### config.mk
export PLATFORM = sky130hd
export DESIGN_NAME = integer_to_decimal_digit_stream
export DESIGN_NICKNAME = d
export VERILOG_FILES = /design/src/design/itdds_pkg.sv /design/src/design/integer_to_decimal_digit_stream.sv
export SDC_FILE = /design/constraint.sdc
export NUM_CORES = 1
export LEC_CHECK = 0
export ABC_AREA = 1
export CAP_MARGIN = 5
export CORE_ASPECT_RATIO = 1.5
export CORE_MARGIN = 5
export CORE_UTILIZATION = 32
export CTS_CLUSTER_DIAMETER = 40
export CTS_CLUSTER_SIZE = 30
export DETAILED_ROUTE_END_ITERATION = 8
export DONT_BUFFER_PORTS = 1
export SLEW_MARGIN = 5
export SYNTH_ARGS = -nofsm -noshare
export SYNTH_HDL_FRONTEND = slang
export SYNTH_SLANG_ARGS = --single-unit
### constraint.sdc
create_clock -name clk -period 5.3 [get_ports clk]
set_input_delay 1.06 -clock clk [delete_from_list [all_inputs] [get_ports clk]]
set_output_delay 1.06 -clock clk [all_outputs]
set_load 0.005 [all_outputs]
### src/design/itdds_pkg.sv
// Shared types and constants for the integer to decimal digit stream block.
package itdds_pkg;

    // Field widths and conversion sizes
    localparam int NUM_W      = 32;
    localparam int DIGIT_W    = 4;
    localparam int BCD_DIGITS = 10;
    localparam int BCD_W      = BCD_DIGITS * DIGIT_W;
    localparam int CNT_W      = $clog2(NUM_W);
    localparam int LEFT_W     = $clog2(BCD_DIGITS + 1);

    // Largest value that passes through unconverted
    localparam int MAX_PASS   = 9;

    // Input request payload
    typedef struct packed {
        logic signed [NUM_W-1:0] number;
        logic                    end_of_array;
    } item_t;

    // Output request payload
    typedef struct packed {
        logic signed [NUM_W-1:0] digit_value;
        logic                    last_of_number;
        logic                    last_of_array;
    } digit_t;

    // Sequencer states
    typedef enum logic [3:0] {
        ST_IDLE = 4'b0001,
        ST_CONV = 4'b0010,
        ST_SKIP = 4'b0100,
        ST_EMIT = 4'b1000
    } state_t;

endpackage

### src/design/integer_to_decimal_digit_stream.sv
// Top level: bit-serial binary to decimal digit stream converter.
//
//   channel | direction | handshake                | payload
//   item    | in        | item_valid / item_ready  | item  (number, end_of_array)
//   digit   | out       | digit_valid / digit_ready| digit (digit_value, last flags)
//
// A value of nine or less (negatives included) passes through as one request out.
// A larger value goes through the sequencer states in order: the shift-and-add-3 loop
// runs one input bit per cycle, leading zero digits are dropped one per cycle until the
// first nonzero digit is found, digits are sent one per cycle while the output is not
// stalled, and the idle state takes the next request.
// Reset clears the sequencer and the output valid; nothing else needs clearing.
// A stalled output holds the current digit and the sequencer waits on it.
module integer_to_decimal_digit_stream (
    input  logic             clk,
    input  logic             rst_n,
    input  logic             item_valid,
    output logic             item_ready,
    input  itdds_pkg::item_t item,
    output logic             digit_valid,
    input  logic             digit_ready,
    output itdds_pkg::digit_t digit
);
    import itdds_pkg::*;

    state_t              state_reg, state_next;
    logic [NUM_W-1:0]    bin_reg, bin_next;
    logic [BCD_W-1:0]    bcd_reg, bcd_next;
    logic [BCD_W-1:0]    bcd_adj;
    logic [CNT_W-1:0]    cnt_reg, cnt_next;
    logic [LEFT_W-1:0]   left_reg, left_next;
    logic                eoa_reg, eoa_next;
    logic                out_valid_reg, out_valid_next;
    digit_t              out_reg, out_next;
    logic                out_free;
    logic                accept;
    logic                above_nine;
    logic                last_digit;
    logic [DIGIT_W-1:0]  top_digit;

    // Output register can take a new request this cycle
    assign out_free   = !out_valid_reg || digit_ready;
    assign item_ready = (state_reg == ST_IDLE) && out_free;
    assign accept     = item_valid && item_ready;

    assign above_nine = !item.number[NUM_W-1]
                        && (item.number[NUM_W-2:0] > (NUM_W-1)'(MAX_PASS));
    assign top_digit  = bcd_reg[BCD_W-1 -: DIGIT_W];
    assign last_digit = (left_reg == LEFT_W'(1));

    // Add 3 to every BCD digit of 5 or more ahead of the shift
    always_comb
    begin
        for (int i = 0; i < BCD_DIGITS; i++)
        begin
            if (bcd_reg[i*DIGIT_W +: DIGIT_W] >= DIGIT_W'(5))
                bcd_adj[i*DIGIT_W +: DIGIT_W] = bcd_reg[i*DIGIT_W +: DIGIT_W] + DIGIT_W'(3);
            else
                bcd_adj[i*DIGIT_W +: DIGIT_W] = bcd_reg[i*DIGIT_W +: DIGIT_W];
        end
    end

    // Sequencer and datapath next state
    always_comb
    begin
        state_next     = state_reg;
        bin_next       = bin_reg;
        bcd_next       = bcd_reg;
        cnt_next       = cnt_reg;
        left_next      = left_reg;
        eoa_next       = eoa_reg;
        out_next       = out_reg;
        out_valid_next = out_valid_reg && !digit_ready;

        case (state_reg)
            ST_IDLE:
            begin
                if (accept)
                begin
                    eoa_next = item.end_of_array;
                    if (above_nine)
                    begin
                        bin_next   = item.number;
                        bcd_next   = '0;
                        cnt_next   = '0;
                        state_next = ST_CONV;
                    end
                    else
                    begin
                        // Pass small and negative values through unchanged
                        out_next.digit_value    = item.number;
                        out_next.last_of_number = 1'b1;
                        out_next.last_of_array  = item.end_of_array;
                        out_valid_next          = 1'b1;
                    end
                end
            end

            ST_CONV:
            begin
                // Shift one binary bit into the BCD register
                {bcd_next, bin_next} = {bcd_adj[BCD_W-2:0], bin_reg, 1'b0};
                cnt_next = cnt_reg + CNT_W'(1);
                if (cnt_reg == CNT_W'(NUM_W - 1))
                begin
                    left_next  = LEFT_W'(BCD_DIGITS);
                    state_next = ST_SKIP;
                end
            end

            ST_SKIP:
            begin
                // Drop leading zero digits; the value is above nine, so this ends
                if (top_digit == '0)
                begin
                    bcd_next  = {bcd_reg[BCD_W-DIGIT_W-1:0], {DIGIT_W{1'b0}}};
                    left_next = left_reg - LEFT_W'(1);
                end
                else
                begin
                    state_next = ST_EMIT;
                end
            end

            ST_EMIT:
            begin
                // Send the top digit whenever the output register is free
                if (out_free)
                begin
                    out_next.digit_value    = $signed({{(NUM_W-DIGIT_W){1'b0}}, top_digit});
                    out_next.last_of_number = last_digit;
                    out_next.last_of_array  = last_digit && eoa_reg;
                    out_valid_next          = 1'b1;
                    bcd_next  = {bcd_reg[BCD_W-DIGIT_W-1:0], {DIGIT_W{1'b0}}};
                    left_next = left_reg - LEFT_W'(1);
                    if (last_digit)
                        state_next = ST_IDLE;
                end
            end

            default:
            begin
                state_next = ST_IDLE;
            end
        endcase
    end

    // Control registers
    always_ff @(posedge clk or negedge rst_n)
    begin
        if (!rst_n)
        begin
            state_reg     <= ST_IDLE;
            out_valid_reg <= 1'b0;
        end
        else
        begin
            state_reg     <= state_next;
            out_valid_reg <= out_valid_next;
        end
    end

    // Payload registers
    always_ff @(posedge clk)
    begin
        bin_reg  <= bin_next;
        bcd_reg  <= bcd_next;
        cnt_reg  <= cnt_next;
        left_reg <= left_next;
        eoa_reg  <= eoa_next;
        out_reg  <= out_next;
    end

    assign digit_valid = out_valid_reg;
    assign digit       = out_reg;

endmodule

* Yosys cells after proc, flatten, opt, wreduce, memory -nomap -nowiden
Index checks and enable logic that the tools add are counted. W data, S select, Z words.
Cells by class: $add $sub $neg 12, equality and inequality tests 14, mux-type cells 40, magnitude comparators 11, reduce and logical (&&, ||, !) cells 20
Operators with widths (count):
- $mux W40 | 4
- $pmux W40 S4 | 1
- $mux W34 | 3
- $mux W4 | 18
- $pmux W34 S2 | 1
- $mux W32 | 2
- $pmux W32 S2 | 1
- $ge A4 B3 Y1 const B | 10
- $add A4 B2 Y4 const B | 9
- $gt A31 B4 Y1 const B | 1
- $ne A2 B2 Y1 const B | 8
- $pmux W4 S4 | 1
- $pmux W4 S3 | 1
- $mux W5 | 2
- $pmux W5 S2 | 1
- $eq A4 B1 Y1 const B | 2
- $reduce_and A4 Y1 | 2
- $reduce_and A6 Y1 | 1
- $add A5 B1 Y5 const B | 1
- $eq A5 B5 Y1 const B | 1
- $logic_and A1 B1 Y1 | 5
- $reduce_and A5 Y1 | 1
- $eq A4 B2 Y1 const B | 1
- $eq A4 B3 Y1 const B | 1
- 14 further kinds | 19
Word-level totals: output and inout bits 36, register bits after elaboration 121, word-level logic and storage cells 107

* Longest topological paths before layout
Gate-level depths: netlist of the first run.
depth after elaboration 6, mapped depth 11

* Least setup slack after synthesis of the first run
OpenSTA, ideal clock, no wires.
path type input -> register, from in item[10] (netlist bit), to reg bin_reg[0] (enable), library setup time 0.444 ns, stages on the path 8, data required time 4.856 ns, slack 1.604 ns, arrival 3.252 ns, cells stage by stage inv_1 -> nand2_1 -> nor2_1 -> nand2_1 -> nor2_1 -> nand2_1 -> nand3_1 -> a21oi_1
On the way: word-level cells in the longest chain between the ends 4
Ends and longest elaborated chain:
- start: declaration | line integer_to_decimal_digit_stream.sv:19 | input itdds_pkg::item_t item,
- $gt A31 B4 Y1 | line integer_to_decimal_digit_stream.sv:47 | && (item.number[NUM_W-2:0] > (NUM_W-1)'(MAX_PASS));
- $logic_and A1 B1 Y1 | line integer_to_decimal_digit_stream.sv:47
- $ne A2 B2 Y1 (no line)
- $reduce_and A3 Y1 (no line)
- end signal: assignment | line integer_to_decimal_digit_stream.sv:166 | bin_reg <= bin_next;
- end: declaration | line integer_to_decimal_digit_stream.sv:27 | logic [NUM_W-1:0] bin_reg, bin_next;
No other way between the ends. A chain may end at the register's enable or synchronous reset.

* Final worst setup path of the first run
from reg state_reg[1], to reg bcd_reg[7] (enable)
On the way: word-level cells in the longest chain between the ends 5
Ends and longest elaborated chain:
- start: declaration | line integer_to_decimal_digit_stream.sv:26 | state_t state_reg, state_next;
- start signal: assignment | line integer_to_decimal_digit_stream.sv:158 | state_reg <= state_next;
- $eq A4 B1 Y1 | line integer_to_decimal_digit_stream.sv:43, integer_to_decimal_digit_stream.sv:75
- $logic_and A1 B1 Y1 | line integer_to_decimal_digit_stream.sv:43 | assign item_ready = (state_reg == ST_IDLE) && out_free;
- $logic_and A1 B1 Y1 | line integer_to_decimal_digit_stream.sv:44 | assign accept = item_valid && item_ready;
- $ne A2 B2 Y1 (no line)
- $reduce_and A5 Y1 (no line) *
- end signal: assignment | line integer_to_decimal_digit_stream.sv:167 | bcd_reg <= bcd_next;
- end: declaration | line integer_to_decimal_digit_stream.sv:28 | logic [BCD_W-1:0] bcd_reg, bcd_next;
Mark *: on every way between the ends. The rest lies on a longest branch, timed or not.

==> results of run 1 <==
-- critical path, delay by kind of cell (launching register included) --
kind	cells	cell delay, ns
DFF	1	0.43
buffers and inverters	1	0.18
and+or+nand+nor	8	1.87
-- final cells by class --
type | instances | area [um2]
Clock inverter | 15 | 175
Fill cell | 1888 | 12000
Clock buffer | 17 | 425
Inverter | 97 | 364
Timing Repair Buffer | 4 | 30.0
Tap cell | 256 | 320
Sequential cell | 121 | 3610
Multi-Input combinational cell | 376 | 2090
-- how the worst min path moves through the flow --
| stage | cells after the start | slack, ns | endpoint | startpoint |
|---|---|---|---|---|
| 3_5_place_dp | 2 | 0.52 | bin_reg[20]$_DFFE_PP_ | bin_reg[19]$_DFFE_PP_ |
| 4_1_cts | 0 | 0.34 | digit_valid$_DFF_PN0_ | rst_n |
| 6_report | 0 | 0.35 | digit_valid$_DFF_PN0_ | rst_n |
| 5_1_grt | 0 | 0.32 | digit_valid$_DFF_PN0_ | rst_n |
| 3_3_place_gp | 2 | 0.51 | bin_reg[9]$_DFFE_PP_ | bin_reg[8]$_DFFE_PP_ |
| 2_1_floorplan | 2 | 0.49 | bin_reg[1]$_DFFE_PP_ | bin_reg[0]$_SDFFCE_PP0P_ |
-- placed cells by master (no fill, tap or decap), types with 2 or more instances in the layout --
master,netlist,layout
a21oi_1,27,26
buf_4,0,4
bufinv_16,0,3
clkbuf_16,0,17
clkinv_2,0,4
clkinv_4,0,3
clkinvlp_4,0,2
dfrtp_1,4,4
edfxtp_1,116,116
ha_1,24,24
inv_1,94,94
inv_2,3,3
nand2_1,94,94
nand2_2,2,2
nand3_1,9,9
nand4_1,2,2
nor2_1,78,77
nor2_2,3,3
nor2_4,1,2
nor3_1,2,2
o211ai_1,3,3
o21ai_0,98,98
o21ai_2,3,3
o22ai_2,9,9
o32ai_2,6,6
or2_1,2,2
xor2_1,6,6
-- through the flow --
step                instances  utilization, %  hold WS (ns)  cell area (um2)  worst slack (ns)
finish                    886            36.9         0.348             7010              2.39
global route              886            36.9         0.325             7010              2.13
CTS                       886            36.9         0.336             7010              2.34
detailed placement        854            33.7         0.518             6410              2.24
global placement          854            33.7         0.510             6410              2.24
floorplan                 612               -         0.487             6140              1.60
-- cells by family (layout without fill, tap and decap cells) --
family | Yosys count | in the layout | synth area share, %
AO/OA/AOI/OAI | 148 | 148 | 14.6
XOR/XNOR | 7 | 7 | 0.998
adder cells (fa/ha/maj) | 24 | 24 | 4.89
buffers and inverters | 115 | 133 | 7.55
flip-flops | 121 | 121 | 58.7
AND/OR/NAND/NOR | 197 | 197 | 13.2
-- routing by layer --
metal / wire (um) / track usage (%) / up-vias / part of all wire (%)
met5: 0 / 0 / - / 0
met4: 220 / 4.08 / 0 / 1.9
met3: 372 / 2.99 / 15 / 3.2
met2: 6190 / 19.5 / 83 / 52
met1: 5020 / 11.9 / 1916 / 43
li1: - / - / 2074 / -
-- power groups by stage --
stage	Sequential (uW)	Combinational [uW]	Clock (uW)
2_1_floorplan	1930	1040	0
3_3_place_gp	1990	1340	0
3_5_place_dp	1990	1360	0
4_1_cts	1980	1370	1190
5_1_grt	2020	1540	1230
6_report	1970	1340	1170
==> qor.yml, run 1 <==
status:
  status: "completed"
floorplan:
  num_rows: 62
  dieWidth_um: 123
  core_um2: 19000
  initial_core_util_pct: 32.3
  die_h_um: 180
  die_area_um2: 22100
  pin_count: 73
global_routing:
  grt_pass1_vias: 4054
  track_usage_pct: 10.9
  grt_start_max_net_pins: 53
  grt_remaining_overflow: 0
  grt_antenna_before_repair: 0
  grt_pass1_wl_um: 19300
drt:
  post_drt_wl_per_cell_um: 13.3
  viasPerCell: 4.61
  drt_wl_total_um: 11800
  drtIter0Drc: 306
  dr.pass1.iters: 4
  vias: 4088
  route.detailed.drc: 0
  ant_nets: 0
setup_path:
  cp_cell_sequence: "nor2_4, nand2_2, nor2_8, inv_2, nand2_1, nor2_1, nor2_1, nand2_1, nor2_4"
  worst_ep_required_time_ns: 5.31
  cp-startpoint: "state_reg[1]$_DFFE_PN0P_"
  crit_end: "bcd_reg[7]$_DFFE_PP_"
  cp-start-kind: "register"
  cp-end-kind: "register"
  r2r-start: "state_reg[1]$_DFFE_PN0P_"
  path_class: "register to register"
  critPathMaxStageDelay_ns: 0.85
  path_max_fanout: 40
  r2r_cells: 9
  cp_slowest_cell: "nor2_4"
  rrSetupSlack_ns: 2.39
  cp.arrival_ns: 2.92
  r2r-end: "bcd_reg[7]$_DFFE_PP_"
timing:
  fmax_ghz: 0.344
  period_minus_slack_ns: 2.91
  skew_ns: 0.00991
  max_slew.worst_pin.slew_ns: 1.13
  slew-limit-headroom_pct: 24.4
  setup_violations: 0
  drv_slew: 0
  finalSetupTns_ns: 0
  rsz0062_at_grt: "no"
  period_share_pct: 54.8
  finalHoldViolations: 0
power:
  p_switching_uw: 1640
  power_uw: 4470
  max-vdd-ir-drop_mv: 0.315
  power_frac_seq_pct: 44.0
  power_frac_comb_pct: 29.9
  power_density_nw_per_um2: 637
  power_leakage_uw: 0.00278
  switching_share_pct: 36.7
  clkPwrFrac_pct: 26.1
  intPower_uw: 2830
synth:
  synth_most_common_cell: "edfxtp_1"
  synth_area_leaders: "edfxtp_1 (57%), o21ai_0 (8.0%), inv_1 (5.7%)"
  synthesis.nets: 673
  ys_warn_count: 0
  synth_ff_type: "edfxtp_1"
  synthesis.area_um2: 6140
  ys_ff_latch: 121
  ys_async_sr_fraction_pct: 4.13
  yosysUniqueCellTypes: 33
  synth-edff-count: 116
  postSynthCellCount: 612
  syn_avg_cell_area_um2: 10.0
  synth_top_area_share_pct: 56.7
  synth_common_cells: "edfxtp_1 (116), o21ai_0 (98), inv_1 (94), nand2_1 (94), nor2_1 (78)"
  synth_top_cell_by_area: "edfxtp_1"
  ys_seq_area_share_pct: 58.7
hold_path:
  min_path_type: "primary input to asynchronous set/reset pin"
clocking:
  post_cts_buffers: 0
  cts.sinks: 121
  cts_tree: "built"
  htreeDepth: 4
  postCtsHoldBufs: 0
  clk_pin_slew_ns: 0.06
  clock_latency_ns: 0.40
  cts_root_buf: "clkbuf_16"
  cts_resized: 0
  cts_made_buffers: 17
  clk_path_buf_depth: 2
cells_and_area:
  antennaDiodeCount: 0
  layout-drive-gt1-share_pct: 10.8
  nets: 678
  synthToLayoutAreaGrowth_pct: 14.2
  largest_reg_flops: 40
placement:
  routabilityCongestion: 0.750
  port_buffers: 0
  dpl.hpwl_um: 8370
run:
  maxCapViolCount: 0
Note: power is estimated with default switching activity, not from simulation.
==> run 2, diff against run 1 <==
--- a/config.mk
+++ b/config.mk
@@ -5,7 +5,7 @@
 export SDC_FILE = /design/constraint.sdc
 export NUM_CORES = 1
 export LEC_CHECK = 0
-export ABC_AREA = 1
+export ABC_AREA = 0
 export CAP_MARGIN = 5
 export CORE_ASPECT_RATIO = 1.5
 export CORE_MARGIN = 5
==> constraint.sdc (replaced) <==
create_clock -name clk -period 3 [get_ports clk]
set_input_delay 0.6 -clock clk [delete_from_list [all_inputs] [get_ports clk]]
set_output_delay 0.6 -clock clk [all_outputs]
set_load 0.005 [all_outputs]
==> qor.yml, run 2 <==
floorplan:
  initial_core_util_pct: 32.2  # was 32.3%
  dieWidth_um: 123  # about the same
  die_area_um2: 22000  # was 22100 um2
  pin_count: 73  # unchanged
  core_um2: 19000  # unchanged
  die_h_um: 179  # was 180 um
  num_rows: 62  # unchanged
cells_and_area:
  final_common_cell: "nand2_1"  # was edfxtp_1
  layout-drive-gt1-share_pct: 10.9  # was 10.8%
  antennaDiodeCount: 0  # unchanged
  largest_reg_flops: 40  # unchanged
  nets: 608  # was 678
  instances_no_fill: 816  # was 886
  post-route-cell-area_um2: 7080  # was 7010 um2
  layout_common_cells: "nand2_1 (128), edfxtp_1 (116), o21ai_0 (38)"  # was edfxtp_1 (116), o21ai_0 (98), inv_1 (94), nand2_1 (94), nor2_1 (77)
  synthToLayoutAreaGrowth_pct: 15.7  # was 14.2%
  fin_util_pct: 37.3  # was 36.9%
  n_fill_cell: 1846  # was 1888
drt:
  dr.pass1.iters: 4  # unchanged
  ant_nets: 0  # unchanged
  viasPerCell: 4.90  # was 4.61
  drtIter0Drc: 274  # was 306
  post_drt_wl_per_cell_um: 15.5  # was 13.3 um
  drt_wl_total_um: 12700  # was 11800 um
  vias: 3996  # was 4088
  route.detailed.drc: 0  # unchanged
timing:
  rsz0062_at_grt: "no"  # unchanged
  period_minus_slack_ns: 2.57
  max_slew.worst_pin.slew_ns: 0.729  # was 1.13 ns
  fmax_ghz: 0.390
  drv_slew: 0  # unchanged
  period_share_pct: 85.6
  finalHoldViolations: 0  # unchanged
  slew-limit-headroom_pct: 51.4  # was 24.4%
  skew_ns: 0.00453  # was 0.00991 ns
  finalSetupTns_ns: 0  # unchanged
  timing.hold.ws_ns: 0.0316  # was 0.348 ns
  setup_violations: 0  # unchanged
setup_path:
  crit_end: "item_ready"  # was bcd_reg[7]$_DFFE_PP_
  path_max_fanout: 10  # was 40
  cp_cell_sequence: "or4b_2, nor2_1"  # was nor2_4, nand2_2, nor2_8, inv_2, nand2_1, nor2_1, nor2_1, nand2_1, nor2_4
  r2r-start: "state_reg[3]$_DFFE_PN0P_"  # was state_reg[1]$_DFFE_PN0P_
  crit_family: "simple AND/OR/NAND/NOR gates"  # unchanged
  cp_num_buf_inv: 0  # was 1
  path_class: "register to output port"  # was register to register
  critPathMaxStageDelay_ns: 0.67  # was 0.85 ns
  r2r_cells: 4  # was 9
  cp-startpoint: "state_reg[0]$_DFFE_PN1P_"  # was state_reg[1]$_DFFE_PN0P_
  cp-end-kind: "output port"  # was register
  cp.arrival_ns: 1.97  # was 2.92 ns
  cp-start-kind: "register"  # unchanged
  cp_num_cells: 2  # was 9
  rrSetupSlack_ns: 0.64  # was 2.39 ns
  worst_ep_required_time_ns: 2.40  # was 5.31 ns
  r2r-end: "bcd_reg[27]$_DFFE_PP_"  # was bcd_reg[7]$_DFFE_PP_
  cp_slowest_cell: "or4b_2"  # was nor2_4
synth:
  ys_warn_count: 0  # unchanged
  ys_async_sr_fraction_pct: 4.13  # unchanged
  synth_area_leaders: "edfxtp_1 (57%), nand2_1 (7.9%), ha_1 (4.9%)"  # was edfxtp_1 (57%), o21ai_0 (8.0%), inv_1 (5.7%)
  synth_common_cells: "nand2_1 (128), edfxtp_1 (116), o21ai_0 (38), nor2b_1 (30), a21oi_1 (27)"  # was edfxtp_1 (116), o21ai_0 (98), inv_1 (94), nand2_1 (94), nor2_1 (78)
  synthesis.area_um2: 6120  # was 6140 um2
  ys_ff_latch: 121  # unchanged
  synth-edff-count: 116  # unchanged
  yosysUniqueCellTypes: 46  # was 33
  ys_seq_area_share_pct: 59.0  # was 58.7%
  synthesis.nets: 604  # was 673
  synth_top_area_share_pct: 56.9  # was 56.7%
  synth_top_cell_by_area: "edfxtp_1"  # unchanged
  syn_avg_cell_area_um2: 11.3  # was 10.0 um2
  synth_ff_type: "edfxtp_1"  # unchanged
  synth_most_common_cell: "nand2_1"  # was edfxtp_1
  postSynthCellCount: 543  # was 612
placement:
  routabilityCongestion: 0.826  # was 0.750
  placed_cells: 783  # was 854
  port_buffers: 0  # unchanged
  dpl.hpwl_um: 8790  # was 8370 um
  placed_area_um2: 6430  # was 6410 um2
hold_path:
  min_path_type: "primary input to asynchronous set/reset pin"  # unchanged
clocking:
  cts_tree: "built"  # unchanged
  clk_pin_slew_ns: 0.06  # about the same
  clock_latency_ns: 0.41  # was 0.40 ns
  cts_made_buffers: 17  # unchanged
  cts.sinks: 121  # unchanged
  clk_path_buf_depth: 2  # unchanged
  cts_resized: 0  # unchanged
  htreeDepth: 4  # unchanged
  cts_root_buf: "clkbuf_16"  # unchanged
power:
  intPower_uw: 3770  # was 2830 uW
  max-vdd-ir-drop_mv: 0.364  # was 0.315 mV
  power_frac_seq_pct: 44.4  # was 44.0%
  power_frac_comb_pct: 12.4  # was 29.9%
  power_leakage_uw: 0.00262  # was 0.00278 uW
  power_density_nw_per_um2: 716  # was 637 nW/um2
  p_switching_uw: 1300  # was 1640 uW
  clkPwrFrac_pct: 43.2  # was 26.1%
  switching_share_pct: 25.6  # was 36.7%
global_routing:
  grt_pass1_wl_um: 20200  # was 19300 um
  grt_pass1_vias: 4136  # was 4054
  track_usage_pct: 11.9  # was 10.9%
  grt_antenna_before_repair: 0  # unchanged
  grt_remaining_overflow: 0  # unchanged
  grt_start_max_net_pins: 69  # was 53
status:
  status: "completed"  # unchanged
run:
  maxCapViolCount: 0  # unchanged
[run 2: cell types whose count changed after synthesis, moves of 12 or more]
cell,delta
o21ai_0,-60
xnor2_1,+12
nor2b_1,+30
nor2_1,-65
nand2_1,+34
inv_1,-69
[run 2: worst min-delay path by stage]
stage	startpoint	endpoint	cells after the start	slack [ns]
after floorplan	rst_n	digit_valid$_DFF_PN0_	0	0.30
final	rst_n	state_reg[0]$_DFFE_PN1P_	0	0.03
after global routing	rst_n	state_reg[0]$_DFFE_PN1P_	0	0.007
after CTS	rst_n	state_reg[0]$_DFFE_PN1P_	0	0.01
after detailed placement	rst_n	digit_valid$_DFF_PN0_	0	0.30
after global placement	rst_n	digit_valid$_DFF_PN0_	0	0.30
[run 2: cell families after synthesis]
logic type | synth area share (%)
compound gates | 9.74
xor+xnor | 2.86
fa+ha+maj | 4.91
buf+inv | 3.78
flops | 59.0
mux | 2.21
simple gates | 17.5
[run 2: worst register-to-register path, cell delays in order (launching register included)]
cell and delay [ns]:
dfrtp_1 0.49, or4b_2 0.69, o21a_1 0.16, a211oi_4 0.14
buf_4 0.48
[run 2: cell type report]
class	count	area, um2	area share [%]
inverter	25	93.8	1.33
multi-input combinational	371	2310	32.6
clock inverter	15	211	2.99
clock buffer	17	425	6.01
tap	256	320	4.52
sequential	121	3610	51.0
timing repair buffer	11	110	1.56
[run 2: metal layers]
layer / global-route usage, % / up-vias / wire (um)
met1: 12.1 / 1958 / 4940
met3: 3.39 / 20 / 618
li1: - / 1928 / -
met2: 22.5 / 90 / 6890
met4: 4.72 / 0 / 214
met5: 0 / - / 0
[run 2: power by group through the flow]
stage          clock network, uW  registers [uW]  logic, uW
3_5_place_dp                   0            2280        636
4_1_cts                     2230            2250        642
3_3_place_gp                   0            2280        610
6_report                    2190            2250        629
2_1_floorplan                  0            2230        498
5_1_grt                     2300            2280        714
[run 2: metrics by stage]
stage	setup WS [ns]	power [uW]
after floorplan	0.121	2730
after global placement	0.591	2890
after detailed placement	0.562	2920
after CTS	0.426	5120
after global routing	0.402	5290
final	0.433	5070
[run 2: timing repair]
| item | in CTS | in global routing |
|---|---|---|
| hold buffers | 1 | 0 |
| endpoints found under the hold margin | 4 | 0 |
| buffers inserted | 0 | 0 |
| endpoints found under the setup margin | 0 | 0 |
